File: src/rtl/core/wgt_pkg.sv
`timescale 1ns / 1ps
`default_nettype none
// -----------------------------------------------------------------------------
// wgt_pkg
// Shared sizes, codes and types for the wind gust and trend tracker.
// -----------------------------------------------------------------------------
package wgt_pkg;

  localparam int unsigned GUST_DEPTH  = 10;
  localparam int unsigned TREND_DEPTH = 30;
  localparam int unsigned HALF        = TREND_DEPTH / 2;

  localparam int unsigned SPEED_W = 16;
  localparam int unsigned CFG_W   = 10;
  localparam int unsigned CFG_IDX_W = 1;

  // the sample chain must cover both windows
  localparam int unsigned CHAIN_LEN = (GUST_DEPTH > TREND_DEPTH) ? GUST_DEPTH : TREND_DEPTH;
  localparam int unsigned IDX_W     = $clog2(CHAIN_LEN);

  localparam int unsigned GSUM_W = $clog2(GUST_DEPTH * 65535 + 1);
  localparam int unsigned HSUM_W = $clog2(HALF * 65535 + 1);
  localparam int unsigned GCMP_W = $clog2(3 * GUST_DEPTH * 65535 + 1);
  localparam int unsigned TCMP_W = $clog2(HALF * 65535 + HALF * 1023 + 1);

  typedef enum logic [CFG_IDX_W-1:0] {
    REG_GUST_MIN_AVG = 1'b0,
    REG_TREND_MARGIN = 1'b1
  } cfg_reg_e;

  typedef enum logic [1:0] {
    ST_IDLE,
    ST_RUN,
    ST_FIN
  } wgt_state_e;

  typedef struct packed {
    logic             clr;  // start of a new sample
    logic             en;   // tail holds a valid chain entry
    logic [IDX_W-1:0] idx;  // age of the tail entry, 0 = newest
  } acc_ctrl_t;

endpackage : wgt_pkg
`default_nettype wire

File: src/rtl/core/wgt_cell.sv
`timescale 1ns / 1ps
`default_nettype none
// -----------------------------------------------------------------------------
// wgt_cell
// One stage of the sample chain: holds a speed and passes it on when shifted.
// -----------------------------------------------------------------------------
module wgt_cell (
  input  logic                   clk_i,
  input  logic                   shift_i,
  input  logic [wgt_pkg::SPEED_W-1:0] d_i,
  output logic [wgt_pkg::SPEED_W-1:0] q_o
);
  import wgt_pkg::*;

  logic [SPEED_W-1:0] speed_q;
  logic [SPEED_W-1:0] speed_d;

  assign speed_d = shift_i ? d_i : speed_q;

  // zero start is shifted in by the top level after reset
  always_ff @(posedge clk_i) begin
    speed_q <= speed_d;
  end

  assign q_o = speed_q;

endmodule : wgt_cell
`default_nettype wire

File: src/rtl/core/wgt_accum.sv
`timescale 1ns / 1ps
`default_nettype none
// -----------------------------------------------------------------------------
// wgt_accum
// Collects max and sums from the chain tail and forms the gust/trend flags.
// -----------------------------------------------------------------------------
module wgt_accum (
  input  logic                        clk_i,
  input  logic                        rst_ni,
  input  wgt_pkg::acc_ctrl_t          ctrl_i,
  input  logic [wgt_pkg::SPEED_W-1:0] tail_i,
  input  logic [wgt_pkg::CFG_W-1:0]   min_avg_i,
  input  logic [wgt_pkg::CFG_W-1:0]   margin_i,
  output logic [wgt_pkg::SPEED_W-1:0] gust_o,
  output logic                        gusting_o,
  output logic                        increasing_o
);
  import wgt_pkg::*;

  logic [SPEED_W-1:0] max_q, max_d;
  logic [GSUM_W-1:0]  gsum_q, gsum_d;
  logic [HSUM_W-1:0]  newer_q, newer_d;
  logic [HSUM_W-1:0]  older_q, older_d;
  logic [31:0]        age;

  logic [GCMP_W-1:0]  gthr, glhs, grhs;
  logic [TCMP_W-1:0]  trhs;

  assign age = 32'(ctrl_i.idx);

  always_comb begin
    max_d   = max_q;
    gsum_d  = gsum_q;
    newer_d = newer_q;
    older_d = older_q;
    if (ctrl_i.clr) begin
      max_d   = '0;
      gsum_d  = '0;
      newer_d = '0;
      older_d = '0;
    end else if (ctrl_i.en) begin
      if (age < GUST_DEPTH) begin
        gsum_d = gsum_q + GSUM_W'(tail_i);
        if (tail_i > max_q) max_d = tail_i;
      end
      if (age < HALF) begin
        newer_d = newer_q + HSUM_W'(tail_i);
      end else if (age < 2 * HALF) begin
        older_d = older_q + HSUM_W'(tail_i);
      end
    end
  end

  always_ff @(posedge clk_i or negedge rst_ni) begin
    if (!rst_ni) begin
      max_q   <= '0;
      gsum_q  <= '0;
      newer_q <= '0;
      older_q <= '0;
    end else begin
      max_q   <= max_d;
      gsum_q  <= gsum_d;
      newer_q <= newer_d;
      older_q <= older_d;
    end
  end

  // gust > 1.5 * average  <=>  2*N*gust > 3*sum
  assign gthr = GCMP_W'(GUST_DEPTH) * GCMP_W'(min_avg_i);
  assign glhs = GCMP_W'(2 * GUST_DEPTH) * GCMP_W'(max_q);
  assign grhs = GCMP_W'(3) * GCMP_W'(gsum_q);
  assign trhs = TCMP_W'(older_q) + TCMP_W'(HALF) * TCMP_W'(margin_i);

  assign gust_o       = max_q;
  assign gusting_o    = (GCMP_W'(gsum_q) > gthr) && (glhs > grhs);
  assign increasing_o = TCMP_W'(newer_q) > trhs;

endmodule : wgt_accum
`default_nettype wire

File: src/rtl/core/wind_gust_trend_tracker.sv
`timescale 1ns / 1ps
`default_nettype none
// -----------------------------------------------------------------------------
// wind_gust_trend_tracker
// Gust maximum and speed trend over a chain of recent wind-speed samples.
// -----------------------------------------------------------------------------
// Each accepted speed sample is shifted into a chain of CHAIN_LEN cells
// (newest first). The chain is then rotated once around, one cell per cycle,
// past a single accumulator that builds the gust maximum, the gust window sum
// and the two trend half sums; the flags, formed combinationally from the
// accumulator, are then loaded into the result register once the previous
// result has been taken or is being taken. A new sample is taken once the
// result register is loaded, even while that result is still pending at the
// output. Reset clears the chain to zero speeds, one cell per cycle, during
// which no sample is accepted; configuration writes are taken at any time.
// -----------------------------------------------------------------------------
module wind_gust_trend_tracker (
  input  logic                          clk_i,
  input  logic                          rst_ni,
  input  logic                          cfg_we_i,
  input  logic [wgt_pkg::CFG_IDX_W-1:0] cfg_idx_i,
  input  logic [wgt_pkg::CFG_W-1:0]     cfg_data_i,
  input  logic                          speed_valid_i,
  output logic                          speed_ready_o,
  input  logic [wgt_pkg::SPEED_W-1:0]   speed_raw_i,
  output logic                          result_valid_o,
  input  logic                          result_ready_i,
  output logic [wgt_pkg::SPEED_W-1:0]   gust_speed_o,
  output logic                          is_gusting_o,
  output logic                          is_increasing_o
);
  import wgt_pkg::*;

  wgt_state_e         state_q, state_d;
  logic [IDX_W-1:0]   idx_q, idx_d;
  logic               clr_busy_q, clr_busy_d;
  logic [CFG_W-1:0]   min_avg_q, margin_q;

  logic [SPEED_W-1:0] chain [CHAIN_LEN];
  logic [SPEED_W-1:0] head;
  logic               shift;
  logic               accept;
  logic               load_out;
  acc_ctrl_t          actrl;

  logic [SPEED_W-1:0] gust;
  logic               gusting, increasing;

  logic               out_valid_q;
  logic [SPEED_W-1:0] gust_q;
  logic               gusting_q, increasing_q;

  // configuration
  always_ff @(posedge clk_i or negedge rst_ni) begin
    if (!rst_ni) begin
      min_avg_q <= CFG_W'(5);
      margin_q  <= CFG_W'(5);
    end else if (cfg_we_i) begin
      case (cfg_reg_e'(cfg_idx_i))
        REG_GUST_MIN_AVG: min_avg_q <= cfg_data_i;
        REG_TREND_MARGIN: margin_q  <= cfg_data_i;
        default: ;
      endcase
    end
  end

  assign accept = speed_valid_i && speed_ready_o;

  always_comb begin
    state_d    = state_q;
    idx_d      = idx_q;
    clr_busy_d = clr_busy_q;
    shift      = 1'b0;
    head       = chain[CHAIN_LEN-1];
    load_out   = 1'b0;
    speed_ready_o = 1'b0;
    actrl.clr  = 1'b0;
    actrl.en   = 1'b0;
    actrl.idx  = idx_q;
    case (state_q)
      ST_IDLE: begin
        if (clr_busy_q) begin
          // shift zeros through the whole chain after reset
          shift = 1'b1;
          head  = '0;
          if (idx_q == '0) clr_busy_d = 1'b0;
          else idx_d = idx_q - IDX_W'(1);
        end else begin
          speed_ready_o = 1'b1;
          if (speed_valid_i) begin
            shift     = 1'b1;
            head      = speed_raw_i;
            actrl.clr = 1'b1;
            idx_d     = IDX_W'(CHAIN_LEN - 1);
            state_d   = ST_RUN;
          end
        end
      end
      ST_RUN: begin
        // rotate: tail feeds the accumulator and wraps to the head
        shift    = 1'b1;
        actrl.en = 1'b1;
        if (idx_q == '0) state_d = ST_FIN;
        else idx_d = idx_q - IDX_W'(1);
      end
      ST_FIN: begin
        if (!out_valid_q || result_ready_i) begin
          load_out = 1'b1;
          state_d  = ST_IDLE;
        end
      end
      default: state_d = ST_IDLE;
    endcase
  end

  always_ff @(posedge clk_i or negedge rst_ni) begin
    if (!rst_ni) begin
      state_q    <= ST_IDLE;
      idx_q      <= IDX_W'(CHAIN_LEN - 1);
      clr_busy_q <= 1'b1;
    end else begin
      state_q    <= state_d;
      idx_q      <= idx_d;
      clr_busy_q <= clr_busy_d;
    end
  end

  for (genvar i = 0; i < CHAIN_LEN; i++) begin : g_chain
    if (i == 0) begin : g_head
      wgt_cell u_cell (
        .clk_i   (clk_i),
        .shift_i (shift),
        .d_i     (head),
        .q_o     (chain[i])
      );
    end else begin : g_body
      wgt_cell u_cell (
        .clk_i   (clk_i),
        .shift_i (shift),
        .d_i     (chain[i-1]),
        .q_o     (chain[i])
      );
    end
  end

  wgt_accum u_accum (
    .clk_i        (clk_i),
    .rst_ni       (rst_ni),
    .ctrl_i       (actrl),
    .tail_i       (chain[CHAIN_LEN-1]),
    .min_avg_i    (min_avg_q),
    .margin_i     (margin_q),
    .gust_o       (gust),
    .gusting_o    (gusting),
    .increasing_o (increasing)
  );

  // result register
  always_ff @(posedge clk_i or negedge rst_ni) begin
    if (!rst_ni) begin
      out_valid_q <= 1'b0;
    end else if (load_out) begin
      out_valid_q <= 1'b1;
    end else if (result_ready_i) begin
      out_valid_q <= 1'b0;
    end
  end

  always_ff @(posedge clk_i) begin
    if (load_out) begin
      gust_q       <= gust;
      gusting_q    <= gusting;
      increasing_q <= increasing;
    end
  end

  assign result_valid_o  = out_valid_q;
  assign gust_speed_o    = gust_q;
  assign is_gusting_o    = gusting_q;
  assign is_increasing_o = increasing_q;

endmodule : wind_gust_trend_tracker
`default_nettype wire

File: config.mk
export PLATFORM = sky130hd
export DESIGN_NAME = wind_gust_trend_tracker
export DESIGN_NICKNAME = d
export VERILOG_FILES = /design/src/rtl/core/wgt_pkg.sv /design/src/rtl/core/wgt_cell.sv /design/src/rtl/core/wgt_accum.sv /design/src/rtl/core/wind_gust_trend_tracker.sv
export SDC_FILE = /design/constraint.sdc
export NUM_CORES = 1
export LEC_CHECK = 0
export ABC_AREA = 1
export BUFFER_PORTS_ARGS = -buffer_cell sky130_fd_sc_hd__buf_2
export CELL_PAD_IN_SITES_DETAIL_PLACEMENT = 1
export CELL_PAD_IN_SITES_GLOBAL_PLACEMENT = 1
export CORE_MARGIN = 8
export CORE_UTILIZATION = 52
export DETAILED_ROUTE_END_ITERATION = 7
export PLACE_DENSITY_LB_ADDON = 0.25
export SETUP_SLACK_MARGIN = 0.15
export SLEW_MARGIN = 20
export SYNTH_ARGS = -nofsm -noshare
export SYNTH_HDL_FRONTEND = slang
export SYNTH_HIERARCHICAL = 1
export SYNTH_SLANG_ARGS = --single-unit
File: constraint.sdc
create_clock -name clk_i -period 6.56 [get_ports clk_i]
set_clock_uncertainty 0.15 [all_clocks]
set_input_delay 0.656 -clock clk_i [delete_from_list [all_inputs] [get_ports clk_i]]
set_output_delay 0.656 -clock clk_i [all_outputs]
set_load 0.05 [all_outputs]
==> impl_metrics.tcl, run 1 <==
set metrics [dict create \
    outcome "complete, no violations" \
    period_share_pct 75.19 \
    syn_area_per_cell_um2 11.43 \
    finalNonFillerCells 3326 \
    hold_viol 0 \
    maxCapViolations 0 \
    crit_type "flip-flop to flip-flop" \
    dp_cells 3214 \
    period_needed_ns 4.932 \
    r2r_slack_ns 1.63 \
    netlist_top_cells_area "edfxtp_1, ha_1, dfrtp_1, nand2_1, inv_1" \
    crit_start "margin_q[7]$_DFFE_PN0P_" \
    setup.worst_path.end "is_increasing_o$_DFFE_PP_" \
    p_leak_nw 13.94 \
    syn_area_um2 28350 \
    portBuffers 51 \
    synth_top_family_by_area "simple AND/OR/NAND/NOR gates" \
    finalWirelength_um 68930 \
    drtIter0Drc 1046 \
    mostFrequentLayoutCell "nand2_1" \
    synth_mux_area_share_pct 0 \
    grt_pass1_wl_um 109300 \
    peakVddDrop_mv 0.2653 \
    cp.depth 26 \
    required_ns 6.91 \
    cp_top_family "adder cells" \
    start_util_pct 52.58 \
    clk_latency_ns 0.66 \
    synth-xor-area-share_pct 1.823 \
    clk_pin_slew_worst_paths_ns 0.07 \
    max_freq_ghz 0.2027 \
    reg2reg_depth 26 \
    hold_buffers 1 \
    power_mw 18.59 \
    nets 2855 \
    fp.dieW_um 249.5 \
    ys_ff_latch 603 \
    critical_path_buf_inv_count 5 \
    synth_top_cell_area_share_pct 52.74 \
    clock_sinks 603 \
    area_growth_pct 11.21 \
    routabilityCongestion 0.8955 \
    cts_buffer_depth 3 \
    yosys.area_share.simple_pct 14.52 \
    die_area_um2 62250 \
    io_pins 52 \
    avgViaCountPerCell 5.471 \
    fp.dieH_um 249.5 \
    whs_path_depth 2 \
    first_pass_iters 5 \
    multi_input_area_um2 9530 \
    synth-seq-area-share_pct 62.05 \
    wl_per_cell_um 20.72 \
    layout_common_cells "nand2_1, edfxtp_1, inv_1, ha_1, a21oi_1" \
    grt_max_degree 182 \
    antenna_cells 0 \
    slew_violations 0 \
    synth_ff_type "edfxtp_1" \
    drc 0 \
    cts_max_level 2 \
    r2r-start "margin_q[7]$_DFFE_PN0P_" \
    crit_path_top_delay_cell "fa_1" \
    cts_root_buf "clkbuf_16" \
    max_slew_margin_pct 38.72 \
    post_cts_buffers 0 \
    r2r-end "is_increasing_o$_DFFE_PP_" \
    worstHoldPathType "primary input to flip-flop" \
    grt-ovfl-total 0 \
    seqCellArea_um2 17590 \
    grt_usage_pct 22.23 \
    setup_tns_ns 0 \
    num_vias 18200 \
    cts_made_buffers 59 \
    core_region_area_um2 53920 \
    end_kind "flip-flop" \
    synth_edf_count 498 \
    yosysTopAreaCell "edfxtp_1" \
    synthArstFlopShare_pct 17.41 \
    dpl_worst_slack_ns 1.570 \
    crit_top_cell "nand2_1" \
    cts_resized 0 \
    finalSetupViolCount 0 \
    crit_path_start_kind "flip-flop" \
    p_per_area_nw_per_um2 589.5 \
    cts_tree "done" \
    path_max_fanout 4 \
    slowest_delay_ns 0.52 \
    tightest_slew_ns 0.9192 \
    grt_pass1_vias 19740 \
    drive_above_1_share_pct 7.871 \
    antenna_found_initial 6 \
    netlist_instances 2480 \
    ys_types 45 \
    post-dp-hpwl_um 49040 \
    synth_compound_area_share_pct 5.609 \
    syn-num-nets 2755 \
    arrival_ns 5.29 \
    nFillCells 5624 \
    synthAdderAreaFrac_pct 11.62 \
    final_antenna_net_count 0 \
    fp-row-count 85 \
    rsz0062_at_grt "no" \
    ys.warnings.count 6 \
    worst_slack_ns 1.628 \
]
==> synth_stat cells (21+ instances only) <==
library cell / instances
nand2_1: 593
edfxtp_1: 498
inv_1: 285
ha_1: 209
a21oi_1: 147
nor2_1: 138
nand3_1: 120
o21ai_0: 97
dfrtp_1: 96
nand4_1: 41
xnor2_1: 38
fa_1: 34
xor2_1: 21
==> logic make-up (layout without fill, tap and decap cells) <==
kind of cell             Yosys count  count (layout)
AO/OA/AOI/OAI                    297             297
flip-flops                       603             603
adder cells (fa/ha/maj)          243             243
XOR/XNOR                          59              59
AND/OR/NAND/NOR                  961             961
buffers and inverters            317             467
==> sequential cells by signal, summed over array words and instances, names as in the netlist <==
signal	count
clr_busy_q	1
g_chain.g_body.u_cell/q_o	464
g_chain.g_head.u_cell/q_o	16
gust_speed_o	16
idx_q	5
is_gusting_o	1
is_increasing_o	1
margin_q	10
min_avg_q	10
result_valid_o	1
state_q	2
u_accum/gsum_q	20
u_accum/gust_o	16
u_accum/newer_q	20
u_accum/older_q	20
==> report_power, final <==
part | switching, mW | internal (mW) | leakage (nW)
Combinational | 4.75 | 2.54 | 6.60
Clock | 1.48 | 2.11 | 1.00
Sequential | 1.18 | 6.53 | 6.33
Total | 7.41 | 11.2 | 13.9
==> through the flow <==
step	hold WS [ns]	utilization, %	area, µm²
CTS	0.04870	58.48	31530
floorplan	0.2104	-	28350
global route	0.06403	58.48	31530
finish	0.07665	58.48	31530
detailed placement	0.2552	54.61	29450
global placement	0.2504	54.61	29450
==> worst reg2reg max path: cells and delay by family (launching register included) <==
| family | cells | cell delay, ns |
|---|---|---|
| compound gates | 1 | 0.12 |
| fa+ha+maj | 5 | 2.15 |
| buf+inv | 5 | 0.41 |
| flops | 1 | 0.47 |
| simple gates | 15 | 1.52 |
==> how the worst min path moves through the flow <==
stage               slack, ns                                        start                                          end
floorplan                0.21                                       rst_ni                         idx_q[1]$_DFFE_PN0P_
global placement         0.25   g_chain[10].g_body.u_cell/q_o[5]$_DFFE_PP_   g_chain[11].g_body.u_cell/q_o[5]$_DFFE_PP_
detailed placement       0.26  g_chain[28].g_body.u_cell/q_o[15]$_DFFE_PP_  g_chain[29].g_body.u_cell/q_o[15]$_DFFE_PP_
CTS                      0.05                               result_ready_i                   result_valid_o$_DFFE_PN0P_
global route             0.06                               result_ready_i                   result_valid_o$_DFFE_PN0P_
finish                   0.08                               result_ready_i                   result_valid_o$_DFFE_PN0P_
==> final cells by class <==
cell class	instances	area share [%]
multi-input cells	1560	30.23
repair buffers	59	1.095
flip-flops and latches	603	55.80
clock inverters	38	1.726
well taps	696	2.762
inverters	297	3.544
clock buffers	73	4.849
==> layer usage <==
metal  vias to the layer above  global-route usage (%)  wire (µm)
li1                       8712                       -          -
met1                      8993                   27.64      29400
met2                       349                   38.88      34390
met3                       138                   3.232       2518
met4                         4                   8.848       2590
met5                         -                       0         21
Note: power is estimated with default switching activity, not from simulation.
==> inputs of run 2 (changes only) <==
==> constraint.sdc (replaced) <==
create_clock -name clk_i -period 5 [get_ports clk_i]
set_clock_uncertainty 0.15 [all_clocks]
set_input_delay 0.5 -clock clk_i [delete_from_list [all_inputs] [get_ports clk_i]]
set_output_delay 0.5 -clock clk_i [all_outputs]
set_load 0.05 [all_outputs]
==> run 2 against run 1 <==
Sequential share of layout area shrank 0.65 points. Final cell count grew 1.1%. First-iteration DRC count shrank 1.7%. Wire length grew 3.0%. Total power grew 33%. Clock-buffer cell count shrank 2. Critical path depth is the same. Register-to-register slack lost 1.3 ns. Non-clock buffer count grew 36. Worst hold slack lost 0.045 ns. Utilization grew 0.70 points. Via count grew 0.84%. Critical path type unchanged. Highest routed layer unchanged.
==> impl_metrics.tcl, run 2 (synthesis results as in run 1) <==
set metrics [dict create \
    max_freq_ghz 0.2119 \
    seqCellArea_um2 17590 \
    num_vias 18350 \
    mostFrequentLayoutCell "nand2_1" \
    cts_buffer_depth 3 \
    slew_violations 0 \
    first_pass_iters 8 \
    clock_sinks 603 \
    outcome "complete, no violations" \
    r2r_slack_ns 0.28 \
    die_area_um2 62250 \
    fp.dieH_um 249.5 \
    cts_max_level 2 \
    nets 2892 \
    multi_input_area_um2 9681 \
    required_ns 5.34 \
    power_mw 24.78 \
    portBuffers 51 \
    grt_pass1_vias 19830 \
    cts_tree "done" \
    nFillCells 5599 \
    layout_common_cells "nand2_1, edfxtp_1, inv_1, ha_1, a21oi_1" \
    clk_pin_slew_worst_paths_ns 0.07 \
    worst_slack_ns 0.2814 \
    start_util_pct 52.58 \
    clk_latency_ns 0.65 \
    maxCapViolations 0 \
    arrival_ns 5.06 \
    p_leak_nw 14.06 \
    tightest_slew_ns 0.9472 \
    cts_root_buf "clkbuf_16" \
    area_growth_pct 12.54 \
    critical_path_buf_inv_count 4 \
    post-dp-hpwl_um 49360 \
    largest_reg_flops 464 \
    setup_tns_ns 0 \
    end_kind "flip-flop" \
    crit_path_top_delay_cell "fa_1" \
    finalWirelength_um 70990 \
    fp.dieW_um 249.5 \
    hold_viol 0 \
    fp-row-count 85 \
    crit_path_start_kind "flip-flop" \
    cts_made_buffers 60 \
    dp_cells 3221 \
    routabilityCongestion 0.8889 \
    placed_cell_area_um2 29510 \
    max_slew_margin_pct 36.85 \
    period_needed_ns 4.719 \
    core_region_area_um2 53920 \
    grt-ovfl-total 0 \
    holdWs_ns 0.03190 \
    drtIter0Drc 1028 \
    crit_top_cell "nand2_2" \
    postLayoutCoreUtil_pct 59.17 \
    final_cell_area_um2 31910 \
    final_antenna_net_count 0 \
    path_max_fanout 4 \
    peakVddDrop_mv 0.4308 \
    wl_per_cell_um 21.11 \
    cp_top_family "adder cells" \
    avgViaCountPerCell 5.457 \
    antenna_cells 0 \
    period_share_pct 94.37 \
    io_pins 52 \
    grt_max_degree 155 \
    rsz0062_at_grt "yes" \
    p_per_area_nw_per_um2 776.7 \
    crit_type "flip-flop to flip-flop" \
    worstHoldPathType "primary input to flip-flop" \
    drc 0 \
    grt_usage_pct 22.62 \
    antenna_found_initial 1 \
    finalSetupViolCount 0 \
    drive_above_1_share_pct 9.640 \
    grt_pass1_wl_um 110900 \
    finalNonFillerCells 3362 \
    dpl_worst_slack_ns 0.04149 \
    slowest_delay_ns 0.57 \
]
## run 2: changes by cell type in the layout (fill, tap and decap cells not counted), sizes merged
cell	delta
clkbuf	-2
buf	+20
clkinv	+5
inv	-1
dlygate4sd3	+16
clkinvlp	+3
bufinv	-5
## run 2: final timing paths
kind,startpoint,endpoint,cells past startpoint
min in group asynchronous,rst_ni,u_accum/gust_o[12]$_DFFE_PN0P_,2
setup / recovery,margin_q[2]$_DFFE_PN1P_,is_increasing_o$_DFFE_PP_,26
max in group asynchronous,rst_ni,min_avg_q[2]$_DFFE_PN1P_,3
setup reg to reg,margin_q[2]$_DFFE_PN1P_,is_increasing_o$_DFFE_PP_,26
hold / removal,speed_raw_i[9],g_chain[0].g_head.u_cell/q_o[9]$_DFFE_PP_,3
hold reg to reg,g_chain[20].g_body.u_cell/q_o[14]$_DFFE_PP_,g_chain[21].g_body.u_cell/q_o[14]$_DFFE_PP_,0
## run 2: cell type report
cell class	count	area share, %
Clock buffer	71	4.835
Tap cell	696	2.729
Timing Repair Buffer	95	2.094
Clock inverter	40	1.349
Multi-Input combinational cell	1560	30.34
Sequential cell	603	55.14
Inverter	297	3.510
## run 2: power breakdown
group          total [mW]  internal (mW)  leakage, nW  switching [mW]
combinational        10.2           3.66         6.78            6.51
sequential           10.1           8.57         6.33            1.55
clock                4.50           2.53        0.947            1.96
total                24.8           14.8         14.1            10.0
## run 2: repair_timing
action | 4_1_cts | 5_1_grt
gates resized for setup | 6 | 33
buffers inserted | 0 | 13
endpoints found under the setup margin | 1 | 1
hold endpoints to repair | 59 | 0
pin swaps | 0 | 16
hold buffers | 17 | 0
## run 2: per-layer routing
| metal | track usage, % | vias up | wire length [µm] |
|---|---|---|---|
| li1 | - | 8781 | - |
| met5 | 0 | - | 13 |
| met2 | 39.64 | 392 | 35610 |
| met1 | 27.54 | 9033 | 29340 |
| met4 | 8.262 | 2 | 2608 |
| met3 | 4.552 | 140 | 3416 |
## run 2: tightest hold or removal path: stages
cell and delay [ns]:
buf_2 0.09, nand2_1 0.07, nand2_1 0.07
